## config.mk

```make
export PLATFORM = sky130hd
export DESIGN_NAME = dds_sine_synth_with_envelope
export DESIGN_NICKNAME = d
export VERILOG_FILES = /design/src/rtl/dds_pkg.sv /design/src/rtl/dds_front.sv /design/src/rtl/dds_queue.sv /design/src/rtl/dds_back.sv /design/src/rtl/dds_sine_synth_with_envelope.sv
export SDC_FILE = /design/constraint.sdc
export NUM_CORES = 1
export LEC_CHECK = 0
export BUFFER_PORTS_ARGS = -buffer_cell sky130_fd_sc_hd__buf_2
export CORE_MARGIN = 8
export CORE_UTILIZATION = 41
export DETAILED_ROUTE_END_ITERATION = 8
export GPL_TIMING_DRIVEN = 0
export MAX_ROUTING_LAYER = met4
export PLACE_DENSITY = 0.54
export SLEW_MARGIN = 5
export SYNTH_ARGS = -nofsm -noshare
export SYNTH_HDL_FRONTEND = slang
export SYNTH_SLANG_ARGS = --single-unit
```

## constraint.sdc

```tcl
create_clock -name clock -period 19.6 [get_ports clock]
set_clock_uncertainty 0.15 [all_clocks]
set_input_delay 0.98 -clock clock [delete_from_list [all_inputs] [get_ports clock]]
set_output_delay 0.98 -clock clock [all_outputs]
set_load 0.01 [all_outputs]
```

## src/rtl/dds_pkg.sv

```systemverilog
// ----------------------------------------------------------------------------
// dds_pkg: shared types, constants and tables for the sine synthesizer
// Holds the channel count, phase width, queue entry layout and the note,
// sine and decay lookup tables used by the front and back parts.
// ----------------------------------------------------------------------------
package dds_pkg;

   localparam int CHANNELS   = 2;
   localparam int PHASE_BITS = 16;
   localparam int CH_W       = (CHANNELS > 1) ? $clog2(CHANNELS) : 1;
   localparam int DELAY_W    = 13;

   localparam logic [7:0] SKIP_RESET   = 8'd100;
   localparam logic [7:0] SAMPLE_RESET = 8'h80;
   localparam logic [7:0] ENV_MAX      = 8'hFF;

   typedef enum logic {
      ACT_TICK  = 1'b0,
      ACT_EVENT = 1'b1
   } action_type;

   // one classified item as it travels from the front to the back part
   typedef struct packed {
      action_type                action;
      logic                      restart;
      logic                      ignored;
      logic [CH_W-1:0]           chan;
      logic [PHASE_BITS-1:0]     step;
      logic [DELAY_W-1:0]        delay;
   } entry_type;

   typedef struct packed {
      logic full;
      logic empty;
   } q_status_type;

   localparam logic [15:0] NOTE_STEPS [12] = '{
      16'hD7C7, 16'hCBAB, 16'hC03C, 16'hB573, 16'hAB43, 16'hA1A6,
      16'h9894, 16'h9003, 16'h87ED, 16'h804D, 16'h791A, 16'h724E
   };

   localparam logic [7:0] SINE_LUT [64] = '{
      8'h80, 8'h86, 8'h8C, 8'h92, 8'h98, 8'h9E, 8'hA3, 8'hA8,
      8'hAD, 8'hB1, 8'hB4, 8'hB8, 8'hBA, 8'hBC, 8'hBE, 8'hBF,
      8'hBF, 8'hBF, 8'hBE, 8'hBC, 8'hBA, 8'hB8, 8'hB4, 8'hB1,
      8'hAD, 8'hA8, 8'hA3, 8'h9E, 8'h98, 8'h92, 8'h8C, 8'h86,
      8'h80, 8'h7A, 8'h74, 8'h6E, 8'h68, 8'h62, 8'h5D, 8'h58,
      8'h53, 8'h4F, 8'h4C, 8'h48, 8'h46, 8'h44, 8'h42, 8'h41,
      8'h41, 8'h41, 8'h42, 8'h44, 8'h46, 8'h48, 8'h4C, 8'h4F,
      8'h53, 8'h58, 8'h5D, 8'h62, 8'h68, 8'h6E, 8'h74, 8'h7A
   };

   localparam logic [7:0] DECAY_LUT [128] = '{
      8'hFF, 8'hFA, 8'hF5, 8'hF0, 8'hEB, 8'hE7, 8'hE2, 8'hDE,
      8'hD9, 8'hD5, 8'hD1, 8'hCD, 8'hC9, 8'hC5, 8'hC1, 8'hBD,
      8'hB9, 8'hB6, 8'hB2, 8'hAE, 8'hAB, 8'hA8, 8'hA4, 8'hA1,
      8'h9E, 8'h9B, 8'h98, 8'h95, 8'h92, 8'h8F, 8'h8C, 8'h89,
      8'h86, 8'h84, 8'h81, 8'h7F, 8'h7C, 8'h7A, 8'h77, 8'h75,
      8'h73, 8'h70, 8'h6E, 8'h6C, 8'h6A, 8'h68, 8'h66, 8'h64,
      8'h62, 8'h60, 8'h5E, 8'h5C, 8'h5A, 8'h58, 8'h57, 8'h55,
      8'h53, 8'h52, 8'h50, 8'h4E, 8'h4D, 8'h4B, 8'h4A, 8'h48,
      8'h47, 8'h45, 8'h44, 8'h43, 8'h41, 8'h40, 8'h3F, 8'h3E,
      8'h3C, 8'h3B, 8'h3A, 8'h39, 8'h38, 8'h37, 8'h36, 8'h35,
      8'h33, 8'h32, 8'h31, 8'h30, 8'h30, 8'h2F, 8'h2E, 8'h2D,
      8'h2C, 8'h2B, 8'h2A, 8'h29, 8'h28, 8'h27, 8'h26, 8'h25,
      8'h23, 8'h22, 8'h21, 8'h20, 8'h1F, 8'h1E, 8'h1D, 8'h1C,
      8'h1A, 8'h19, 8'h18, 8'h17, 8'h16, 8'h15, 8'h14, 8'h13,
      8'h11, 8'h10, 8'h0F, 8'h0E, 8'h0D, 8'h0C, 8'h0B, 8'h0A,
      8'h08, 8'h07, 8'h06, 8'h05, 8'h04, 8'h03, 8'h02, 8'h00
   };

   // phase step for a note: silence, minimal step, or octave-shifted table
   function automatic logic [PHASE_BITS-1:0] note_step(input logic [6:0] note);
      logic [7:0]  idx;
      logic [3:0]  oct;
      logic [7:0]  rem;
      logic [31:0] base;
      idx = 8'd131 - {1'b0, note};
      oct = '0;
      // octave = idx / 12 by threshold compares
      for (int k = 1; k <= 10; k++) begin
         if (idx >= 8'(12 * k)) begin
            oct = 4'(k);
         end
      end
      rem  = idx - 8'd12 * {4'b0, oct};
      base = {16'b0, NOTE_STEPS[rem[3:0]]} >> oct;
      if (note == 7'd0) begin
         return '0;
      end else if (note == 7'd1) begin
         return PHASE_BITS'(1);
      end
      return base[PHASE_BITS-1:0];
   endfunction

endpackage

```

## src/rtl/dds_front.sv

```systemverilog
// ----------------------------------------------------------------------------
// dds_front: request intake and event decode
// Accepts request beats while the queue has room, splits event words into
// channel, delay and note, and looks up the phase step for the note.
// ----------------------------------------------------------------------------
module dds_front (
   input  logic                   req_valid,
   output logic                   req_stall,
   input  logic                   req_action,
   input  logic [15:0]            req_delta_channel,
   input  logic [7:0]             req_note_byte,
   input  dds_pkg::q_status_type  q_status,
   output logic                   push,
   output dds_pkg::entry_type     push_entry
);

   logic [3:0]                  chan_full;
   logic [dds_pkg::DELAY_W-1:0] delay;

   // hold off new beats while the queue is full
   assign req_stall = q_status.full;
   assign push      = req_valid && !q_status.full;

   // decode the event word
   assign chan_full = {req_note_byte[7], req_delta_channel[2:0]};
   assign delay     = req_delta_channel[15:3];

   always_comb begin
      push_entry.action  = req_action ? dds_pkg::ACT_EVENT : dds_pkg::ACT_TICK;
      push_entry.restart = (delay == '0);
      push_entry.ignored = (delay != '0) && ({1'b0, chan_full} >= 5'(dds_pkg::CHANNELS));
      push_entry.chan    = chan_full[dds_pkg::CH_W-1:0];
      push_entry.step    = dds_pkg::note_step(req_note_byte[6:0]);
      push_entry.delay   = delay;
   end

endmodule

```

## src/rtl/dds_queue.sv

```systemverilog
// ----------------------------------------------------------------------------
// dds_queue: two-entry queue between front and back
// Decouples request intake from execution so each side stalls on its own.
// ----------------------------------------------------------------------------
module dds_queue (
   input  logic                   clock,
   input  logic                   reset,
   input  logic                   push,
   input  dds_pkg::entry_type     push_entry,
   input  logic                   pop,
   output dds_pkg::entry_type     head_entry,
   output dds_pkg::q_status_type  q_status
);

   dds_pkg::entry_type slot_ff [2];
   logic               wr_ptr_ff, wr_ptr_in;
   logic               rd_ptr_ff, rd_ptr_in;
   logic [1:0]         count_ff, count_in;

   assign head_entry     = slot_ff[rd_ptr_ff];
   assign q_status.full  = (count_ff == 2'd2);
   assign q_status.empty = (count_ff == 2'd0);

   // advance pointers and occupancy
   always_comb begin
      wr_ptr_in = push ? ~wr_ptr_ff : wr_ptr_ff;
      rd_ptr_in = pop  ? ~rd_ptr_ff : rd_ptr_ff;
      count_in  = count_ff + {1'b0, push} - {1'b0, pop};
   end

   always_ff @(posedge clock) begin
      if (reset) begin
         wr_ptr_ff <= 1'b0;
         rd_ptr_ff <= 1'b0;
         count_ff  <= 2'd0;
      end else begin
         wr_ptr_ff <= wr_ptr_in;
         rd_ptr_ff <= rd_ptr_in;
         count_ff  <= count_in;
      end
   end

   // store the pushed entry
   always_ff @(posedge clock) begin
      if (push) begin
         slot_ff[wr_ptr_ff] <= push_entry;
      end
   end

endmodule

```

## src/rtl/dds_back.sv

```systemverilog
// ----------------------------------------------------------------------------
// dds_back: tick and event execution
// Runs envelope and countdown steps, walks the channels one per cycle to
// build the mixed sample, applies note events, and holds the response beat.
// ----------------------------------------------------------------------------
module dds_back (
   input  logic                  clock,
   input  logic                  reset,
   input  logic                  q_empty,
   input  dds_pkg::entry_type    head_entry,
   output logic                  pop,
   input  logic [7:0]            skip_max,
   output logic                  rsp_valid,
   input  logic                  rsp_stall,
   output logic [7:0]            rsp_sample,
   output logic                  rsp_event_request,
   output logic                  rsp_restart,
   output logic                  rsp_channel_ignored
);

   typedef enum logic [2:0] {
      ST_IDLE = 3'b001,
      ST_CHAN = 3'b010,
      ST_DONE = 3'b100
   } back_state_type;

   back_state_type state_ff, state_in;

   logic [dds_pkg::PHASE_BITS-1:0] acc_ff  [dds_pkg::CHANNELS];
   logic [dds_pkg::PHASE_BITS-1:0] acc_in  [dds_pkg::CHANNELS];
   logic [dds_pkg::PHASE_BITS-1:0] step_ff [dds_pkg::CHANNELS];
   logic [dds_pkg::PHASE_BITS-1:0] step_in [dds_pkg::CHANNELS];
   logic [7:0]                     env_ff  [dds_pkg::CHANNELS];
   logic [7:0]                     env_in  [dds_pkg::CHANNELS];

   logic [7:0]            skip_ff, skip_in;
   logic [15:0]           cd_ff, cd_in;
   logic [7:0]            last_ff, last_in;
   logic                  pending_ff, pending_in;
   logic [7:0]            mix_ff, mix_in;
   logic [dds_pkg::CH_W-1:0] ch_ff, ch_in;

   logic                  rsp_valid_ff, rsp_valid_in;
   logic [7:0]            rsp_sample_ff, rsp_sample_in;
   logic                  rsp_req_ff, rsp_req_in;
   logic                  rsp_restart_ff, rsp_restart_in;
   logic                  rsp_ignored_ff, rsp_ignored_in;

   logic                           out_free;
   logic [dds_pkg::PHASE_BITS-1:0] phase_sum;
   logic [7:0]                     sine_val;
   logic [7:0]                     env_val;
   logic [15:0]                    prod;
   logic [7:0]                     term;
   logic [7:0]                     mix_next;
   logic [15:0]                    cd_dec;
   logic [7:0]                     skip_load;

   assign out_free = !rsp_valid_ff || !rsp_stall;

   assign rsp_valid           = rsp_valid_ff;
   assign rsp_sample          = rsp_sample_ff;
   assign rsp_event_request   = rsp_req_ff;
   assign rsp_restart         = rsp_restart_ff;
   assign rsp_channel_ignored = rsp_ignored_ff;

   // one channel's scaled sine contribution
   always_comb begin
      phase_sum = acc_ff[ch_ff] + step_ff[ch_ff];
      sine_val  = dds_pkg::SINE_LUT[phase_sum[dds_pkg::PHASE_BITS-1 -: 6]];
      env_val   = dds_pkg::DECAY_LUT[env_ff[ch_ff][7:1]];
      prod      = {8'b0, sine_val} * {8'b0, env_val};
      term      = prod[15:8] - {1'b0, env_val[7:1]};
      mix_next  = mix_ff + term;
      cd_dec    = cd_ff - 16'd1;
   end

   // sequence ticks and events
   always_comb begin
      state_in       = state_ff;
      acc_in         = acc_ff;
      step_in        = step_ff;
      env_in         = env_ff;
      skip_in        = skip_ff;
      cd_in          = cd_ff;
      last_in        = last_ff;
      pending_in     = pending_ff;
      mix_in         = mix_ff;
      ch_in          = ch_ff;
      pop            = 1'b0;
      skip_load      = skip_ff;
      rsp_valid_in   = rsp_valid_ff && rsp_stall;
      rsp_sample_in  = rsp_sample_ff;
      rsp_req_in     = rsp_req_ff;
      rsp_restart_in = rsp_restart_ff;
      rsp_ignored_in = rsp_ignored_ff;

      unique case (state_ff)
         ST_IDLE: begin
            if (!q_empty && head_entry.action == dds_pkg::ACT_TICK) begin
               pop = 1'b1;
               // envelope and countdown step when the skip counter runs out
               if (skip_ff == 8'd0) begin
                  skip_load = skip_max;
                  for (int c = 0; c < dds_pkg::CHANNELS; c++) begin
                     if (env_ff[c] != dds_pkg::ENV_MAX) begin
                        env_in[c] = env_ff[c] + 8'd1;
                     end
                  end
                  cd_in = cd_dec;
                  if (cd_dec == 16'd0) begin
                     pending_in = 1'b1;
                  end
               end
               skip_in  = skip_load - 8'd1;
               mix_in   = dds_pkg::SAMPLE_RESET;
               ch_in    = '0;
               state_in = ST_CHAN;
            end else if (!q_empty && out_free) begin
               pop        = 1'b1;
               pending_in = 1'b0;
               if (head_entry.restart) begin
                  for (int c = 0; c < dds_pkg::CHANNELS; c++) begin
                     acc_in[c]  = '0;
                     step_in[c] = '0;
                     env_in[c]  = '0;
                  end
                  cd_in   = 16'd1;
                  skip_in = 8'd0;
               end else begin
                  if (!head_entry.ignored) begin
                     acc_in[head_entry.chan]  = '0;
                     step_in[head_entry.chan] = head_entry.step;
                     env_in[head_entry.chan]  = '0;
                  end
                  cd_in = {3'b0, head_entry.delay};
               end
               rsp_valid_in   = 1'b1;
               rsp_sample_in  = last_ff;
               rsp_req_in     = 1'b0;
               rsp_restart_in = head_entry.restart;
               rsp_ignored_in = head_entry.ignored;
            end
         end
         ST_CHAN: begin
            // advance one channel's phase and fold it into the mix
            acc_in[ch_ff] = phase_sum;
            mix_in        = mix_next;
            if (ch_ff == dds_pkg::CH_W'(dds_pkg::CHANNELS - 1)) begin
               last_in  = mix_next;
               state_in = ST_DONE;
            end else begin
               ch_in = ch_ff + 1'b1;
            end
         end
         ST_DONE: begin
            // hold the tick result until the response register is free
            if (out_free) begin
               rsp_valid_in   = 1'b1;
               rsp_sample_in  = last_ff;
               rsp_req_in     = pending_ff;
               rsp_restart_in = 1'b0;
               rsp_ignored_in = 1'b0;
               state_in       = ST_IDLE;
            end
         end
         default: begin
            state_in = ST_IDLE;
         end
      endcase
   end

   always_ff @(posedge clock) begin
      if (reset) begin
         state_ff     <= ST_IDLE;
         for (int c = 0; c < dds_pkg::CHANNELS; c++) begin
            acc_ff[c]  <= '0;
            step_ff[c] <= '0;
            env_ff[c]  <= '0;
         end
         skip_ff      <= 8'd0;
         cd_ff        <= 16'd1;
         last_ff      <= dds_pkg::SAMPLE_RESET;
         pending_ff   <= 1'b0;
         ch_ff        <= '0;
         rsp_valid_ff <= 1'b0;
      end else begin
         state_ff     <= state_in;
         acc_ff       <= acc_in;
         step_ff      <= step_in;
         env_ff       <= env_in;
         skip_ff      <= skip_in;
         cd_ff        <= cd_in;
         last_ff      <= last_in;
         pending_ff   <= pending_in;
         ch_ff        <= ch_in;
         rsp_valid_ff <= rsp_valid_in;
      end
   end

   // payload registers
   always_ff @(posedge clock) begin
      mix_ff         <= mix_in;
      rsp_sample_ff  <= rsp_sample_in;
      rsp_req_ff     <= rsp_req_in;
      rsp_restart_ff <= rsp_restart_in;
      rsp_ignored_ff <= rsp_ignored_in;
   end

endmodule

```

## src/rtl/dds_sine_synth_with_envelope.sv

```systemverilog
// Flow: a tick beat passes the queue, the envelope and countdown step, the
//   per-channel mix walk and the result state; an event goes from the queue head.
// Throughput: the back part takes no new tick until the per-channel mix loop
//   of the last one is done; events issue one per cycle while the response is free.
// Reset: synchronous; channels clear, countdown is one, sample reads 0x80,
//   the skip period register returns to 100. No clearing pass is needed.
// ----------------------------------------------------------------------------
// dds_sine_synth_with_envelope: multi-channel sine synthesizer, top level
// Front decodes request beats into a short queue; the back part executes
// ticks and note events and holds one response beat.
// ----------------------------------------------------------------------------
module dds_sine_synth_with_envelope (
   input  logic        clock,
   input  logic        reset,
   input  logic        req_valid,
   output logic        req_stall,
   input  logic        req_action,
   input  logic [15:0] req_delta_channel,
   input  logic [7:0]  req_note_byte,
   output logic        rsp_valid,
   input  logic        rsp_stall,
   output logic [7:0]  rsp_sample,
   output logic        rsp_event_request,
   output logic        rsp_restart,
   output logic        rsp_channel_ignored,
   input  logic        csr_valid,
   output logic        csr_ready,
   input  logic [7:0]  csr_skip_period
);

   dds_pkg::q_status_type q_status;
   dds_pkg::entry_type    push_entry;
   dds_pkg::entry_type    head_entry;
   logic                  push;
   logic                  pop;
   logic [7:0]            skip_max_ff;

   // take register writes at any time
   assign csr_ready = 1'b1;

   always_ff @(posedge clock) begin
      if (reset) begin
         skip_max_ff <= dds_pkg::SKIP_RESET;
      end else if (csr_valid && csr_ready) begin
         skip_max_ff <= csr_skip_period;
      end
   end

   dds_front u_front (
      .req_valid         (req_valid),
      .req_stall         (req_stall),
      .req_action        (req_action),
      .req_delta_channel (req_delta_channel),
      .req_note_byte     (req_note_byte),
      .q_status          (q_status),
      .push              (push),
      .push_entry        (push_entry)
   );

   dds_queue u_queue (
      .clock      (clock),
      .reset      (reset),
      .push       (push),
      .push_entry (push_entry),
      .pop        (pop),
      .head_entry (head_entry),
      .q_status   (q_status)
   );

   dds_back u_back (
      .clock               (clock),
      .reset               (reset),
      .q_empty             (q_status.empty),
      .head_entry          (head_entry),
      .pop                 (pop),
      .skip_max            (skip_max_ff),
      .rsp_valid           (rsp_valid),
      .rsp_stall           (rsp_stall),
      .rsp_sample          (rsp_sample),
      .rsp_event_request   (rsp_event_request),
      .rsp_restart         (rsp_restart),
      .rsp_channel_ignored (rsp_channel_ignored)
   );

endmodule

```

; Yosys cells after proc, flatten, opt, wreduce, memory -nomap -nowiden
; Memories as Yosys holds them, arrays and structs flattened. A register that Yosys moved wholly into a read port is not among the register bits.
; Index checks and enable logic that the tools add are counted.
[classes]
add_sub_neg = 12
mul = 2
magnitude_cmp = 18
n_eq_ne = 19
n_shift = 1
n_mux = 101
bitwise = 13
reduce_logical = 33
[op_table]
columns = op, n
row1 = $mux W16, 21
row2 = $mux W32, 6
row3 = $mux W8, 20
row4 = $bwmux W32, 2
row5 = $pmux W32 S2, 1
row6 = $ge A8 B7 Y1 const B, 5
row7 = $and A32 B32 Y32, 1
row8 = $demux W16 S1, 2
row9 = $not A32 Y32, 1
row10 = $pmux W8 S2, 2
row11 = $mux W1, 27
row12 = $ge A8 B6 Y1 const B, 3
row13 = $mux W3, 7
row14 = $add A16 B16 Y16, 1
row15 = $add A8 B1 Y8 const B, 2
row16 = $and A16 B16 Y16, 1
row17 = $logic_not A16 Y1, 1
row18 = $mul A8 B8 Y16, 1
row19 = $ne A8 B8 Y1 const B, 2
row20 = $not A16 Y16, 1
row21 = $reduce_and A4 Y1, 4
row22 = $shr A16 B4 Y16, 1
row23 = $sub A16 B1 Y16 const B, 1
row24 = $logic_not A13 Y1, 1
row25 = other kinds (47), 85
[totals]
ff_bits = 149
ramBits = 66
rom_bits = 1792
inputBits = 38
out_inout_bits = 14
memories = 4
[memory_table]
columns = name, words, word_bits, read_ports, rd_ports_with_merged_regs, write_ports, line
row1 = (no name shown), 128, 8, 1, 0, 0, dds_back.sv:71  ; env_val = dds_pkg::DECAY_LUT[env_ff[ch_ff][7:1]];
row2 = (no name shown), 64, 8, 1, 0, 0, dds_back.sv:70  ; sine_val = dds_pkg::SINE_LUT[phase_sum[dds_pkg::PHASE_BITS-1 -: 6]];
row3 = (no name shown), 16, 16, 1, 0, 0, dds_pkg.sv:87  ; base = {16'b0, NOTE_STEPS[rem[3:0]]} >> oct;
row4 = u_queue.slot_ff, 2, 33, 1, 1, 1, dds_queue.sv:15  ; dds_pkg::entry_type slot_ff [2];

; Logic depth before layout (Yosys ltp)
[depth]
word_depth = 20
depth_mapped = 46
ltp_nobuf = 41

; Cells and area by module
; Synthesis repeated with hierarchy kept, for this count alone.
[unflattened]
hier_cells = 1847
hier_area_um2 = 16515.8
[modules_own_cells]
columns = module, instances, cells_each, area_per_inst_um2, seq_area_each_um2
row1 = dds_back, 1, 1359, 11243.3, 2932.8
row2 = dds_queue, 1, 124, 2753.9, 2082.0
row3 = dds_front, 1, 336, 2212.1, 0.0
row4 = dds_sine_synth_with_envelope, 1, 28, 306.5, 160.2

; Worst setup path before layout
; No wires, ideal clock.
[synth_path]
kind = register to register
from = register u_back.ch_ff
to = register u_back.last_ff[7]
setup_time_ns = 0.126
arrival_time_ns = 10.763
t_required_ns = 19.324
slack_ns = 8.561
stages_incl_launch_ff = 44
path_buffers = 6
synth_period_minus_slack_ns = 11.039
path_cell_list = dfxtp_1 > buf_4 > buf_2 > buf_1 > buf_1 > mux2_2 > ha_1 > fa_1 > a21o_1 > a221oi_2 > o21ai_1 > xor2_1 > buf_2 > ha_1 > buf_2 > o221a_1 > a311oi_2 > a211oi_1 > [8 not listed] > a21oi_1 > o21ai_0 > a21o_1 > o21a_1 > or2_2 > fa_1 > inv_1 > ha_1 > a21o_1 > a21oi_1 > o21bai_1 > a21oi_1 > o21bai_1 > a21oi_1 > xnor2_1 > or4_1 > mux2i_1 > nor3_1
[synth_via]
elab_chain_len = 12
word_cells_on_any_way = 23
[synth_lines]
columns = element, line
row1 = start: declaration, dds_back.sv:41  ; logic [dds_pkg::CH_W-1:0] ch_ff, ch_in;
row2 = start signal: assignment, dds_back.sv:196  ; ch_ff <= ch_in;
row3 = $not A1 Y2 (not written as such), "dds_back.sv:69, dds_back.sv:71"
row4 = $mux W16 (not written as such) (3 in series), dds_back.sv:69  ; phase_sum = acc_ff[ch_ff] + step_ff[ch_ff];
row5 = $add A16 B16 Y16, dds_back.sv:69
row6 = $not A6 Y7 (not written as such), dds_back.sv:70
row7 = $mem_v2 Z64 W8, --
row8 = $mux W8 (not written as such) (2 in series), dds_back.sv:70
row9 = $mul A8 B8 Y16, dds_back.sv:72  ; prod = {8'b0, sine_val} * {8'b0, env_val};
row10 = $sub A8 B7 Y8, dds_back.sv:73  ; term = prod[15:8] - {1'b0, env_val[7:1]};
row11 = $add A8 B8 Y8, dds_back.sv:74  ; mix_next = mix_ff + term;
row12 = end signal: assignment, dds_back.sv:183  ; last_ff <= dds_pkg::SAMPLE_RESET;
row13 = end signal: assignment, dds_back.sv:194  ; last_ff <= last_in;
row14 = end: declaration, dds_back.sv:38  ; logic [7:0] last_ff, last_in;
; Several ways; a longest one is shown, not always the timed one. The select of a mux whose other input is x is not followed.
; A chain may end at the register's enable or synchronous reset.

; Worst setup path after layout
; Same ends and word-level chain as after synthesis.

==> metrics.txt <==
Avg WL per Cell=~18 um; gr usage total=19.8%; drt first pass iters=5; Post-CTS Setup Bufs=0; Final HPWL DP=32.9 mm; Worst slew margin=23.0%; setup TNS=0 ns; Die Wd=213 um; boundary pin count=52; Async SR Flop Fraction=0%; initial antenna violation count=0; via count=roughly 14,000; # hold bufs at CTS=0; CTS tree=built; Overflow after GRT=0; CP max stage delay=0.66 ns; most used cell, CP=fa_1; number of flops mapped to enable cells by yosys=85; final net count=~2,100; WP depth=43; ant diodes=0; post-synthesis instance total=1,861; share of layout cells above drive strength 1=9.82%; # fillers=3,866; Tightest Pin Transition=1.15 ns; clk root buf=clkbuf_16; Lkg Pwr=between 0.007 and 0.008 uW; hold_ws=0.275 ns; Buffers & Inverters on Critical Path=8; setup violators final=0; global-route wire length before repair=71.5 mm; VDD IR max=0.0865 mV; row cnt=72; post-route ant nets=0; Skew-Pair Late Insertion Delay=0.53 ns; clock-pin slew on the worst setup and hold paths=0.07 ns; Worst Reg-to-Reg Cells=43; clk sinks=216; critical path's top delay family=adder cells; ys flop type=dfxtp_1; Worst path slowest cell=buf_1; final hold viol count=0; Via density=5.63; status=completed; Seq cells post-synth=~220; Critical Path Start Type=flop; pwr/cell area=about 150 mW/mm2; GP Congestion=roughly 0.90; register area share after synthesis=between 30% and 40%; vias in the first global route=approximately 13,000; total CTS buffers=24; f_max=0.0767 GHz; max_cap viols=0; number of I/O port buffers=49; Die Height=213 um; critical path arrival=~13 ns; Critical Path RT=between 15 and 20 ns; Worst setup EP type=flop; Net Count, Synth=between 2,000 and 2,500; Yosys Warn Count=0; post_cts resized=0; die area=0.0452 mm2; core box area=0.0384 mm2; crit share post-route=66.5%; Initial Utilization=41.3%; RSZ-0062 raised after global routing=no; library cells used by synthesis=90; DRC Markers=0; WHS Path Cells=0; Final min period=13.04 ns; largest net degree at the start of global routing=33; mapped cell area=0.0158 mm2; Setup Crit Path Kind=flop to flop; Clock Path Buffers=3; Final Max Slew Viols=0; peak fanout along the critical path=12; H-tree level count=1; Avg Inst Size Synth=8.51 um2; area delta synth->final=11.4%; min-delay worst type=flop to flop; WL final=between 40 and 50 mm; DRT iter0 DRCs=974
## sequential cells by signal, summed over array words and instances, names as in the netlist, 2 cells and up, named ones only
register and flops:
u_back.skip_ff 8, u_back.rsp_sample 8, u_back.acc_ff 32, u_back.step_ff 32, u_back.state_ff 3, u_queue.count_ff 2, skip_max_ff 8, u_back.mix_ff 8
u_back.env_ff 16, u_back.cd_ff 16, u_queue.slot_ff 66, u_back.last_ff 8
## cell usage after synthesis (26+ instances only)
master / count / area (um2)
a21oi_1: 180 / 901
ha_1: 93 / 1160
a211oi_1: 26 / 195
o21ai_0: 77 / 385
xnor2_1: 27 / 236
nand2_1: 163 / 612
edfxtp_1: 85 / 2550
nand3_1: 63 / 315
nor2_1: 215 / 807
mux2i_1: 71 / 711
fa_1: 43 / 861
nor3_1: 72 / 360
clkbuf_1: 79 / 297
inv_1: 101 / 379
mux2_2: 51 / 574
dfxtp_1: 131 / 2620
## layout make-up
cell class                      instances  area (um2)  area share [%]
Multi-Input combinational cell       1426        9830            55.7
Clock inverter                         18         223            1.26
Tap cell                              518         648            3.67
Clock buffer                           26         629            3.57
Buffer                                113         459            2.60
Inverter                              106         398            2.25
Timing Repair Buffer                   51         293            1.66
Sequential cell                       216        5170            29.3
## metrics by stage
stage	setup slack [ns]	instance area, um2	std cells	power, uW	util, %
2_1_floorplan	8.56	15800	1861	1740	-
3_3_place_gp	6.60	16700	2428	2080	43.6
3_5_place_dp	6.52	16800	2430	2100	43.8
4_1_cts	6.49	17700	2474	2600	46.0
5_1_grt	5.78	17700	2474	2830	46.0
6_report	6.56	17700	2474	2580	46.0
## power by group
| part | switching [uW] | total [uW] | leakage [uW] | internal (uW) |
|---|---|---|---|---|
| clock | 188 | 486 | 0.000416 | 298 |
| combinational | 931 | 1510 | 0.00481 | 583 |
| sequential | 35.9 | 579 | 0.00185 | 543 |
## per-layer routing
metal,up-vias,wire length (um),global-route usage [%]
met1,6643,20100,25.9
met4,0,882,4.85
met3,75,2320,1.98
met2,386,20700,32.5
li1,6820,-,-
met5,-,0,-
## worst register-to-register path: cells and delay by family, from the launching register on
family / cells / cell delay, ns
fa+ha+maj: 10 / 4.12
xor+xnor: 2 / 0.59
flops: 1 / 0.31
simple gates: 4 / 1.06
mux: 2 / 0.59
buf+inv: 8 / 2.26
compound gates: 17 / 3.83
## kinds of logic after synthesis
kind of cell	synth area share, %
muxes	8.70
DFF	32.7
adders and majority gates	12.8
other	0.0237
and+or+nand+nor	19.1
xor gates and xnor gates	2.54
AOI/OAI and AO/OA	18.7
buffers and inverters	5.41
## worst paths after layout
path                                         from                   end  slack [ns]
worst min-delay path            u_back.last_ff[1]  u_back.rsp_sample[1]        0.27
worst min register to register  u_back.last_ff[1]  u_back.rsp_sample[1]        0.27
worst max-delay path                 u_back.ch_ff     u_back.last_ff[7]        6.56
worst max register to register       u_back.ch_ff     u_back.last_ff[7]        6.56
## layout by cell type (no fill, tap or decap), drive strengths merged, types with 18 or more instances in the layout
master,count
nand2,163
and3,18
nand2b,25
ha,93
mux2,52
xor2,18
fa,43
a21oi,181
a21o,19
a31oi,24
nand3,64
nor3,72
clkbuf,105
xnor2,27
buf,85
nor2b,18
nor2,215
dfxtp,131
inv,105
a211oi,26
mux2i,74
edfxtp,85
o21ai,82
Power figures use the tool's default switching activity.
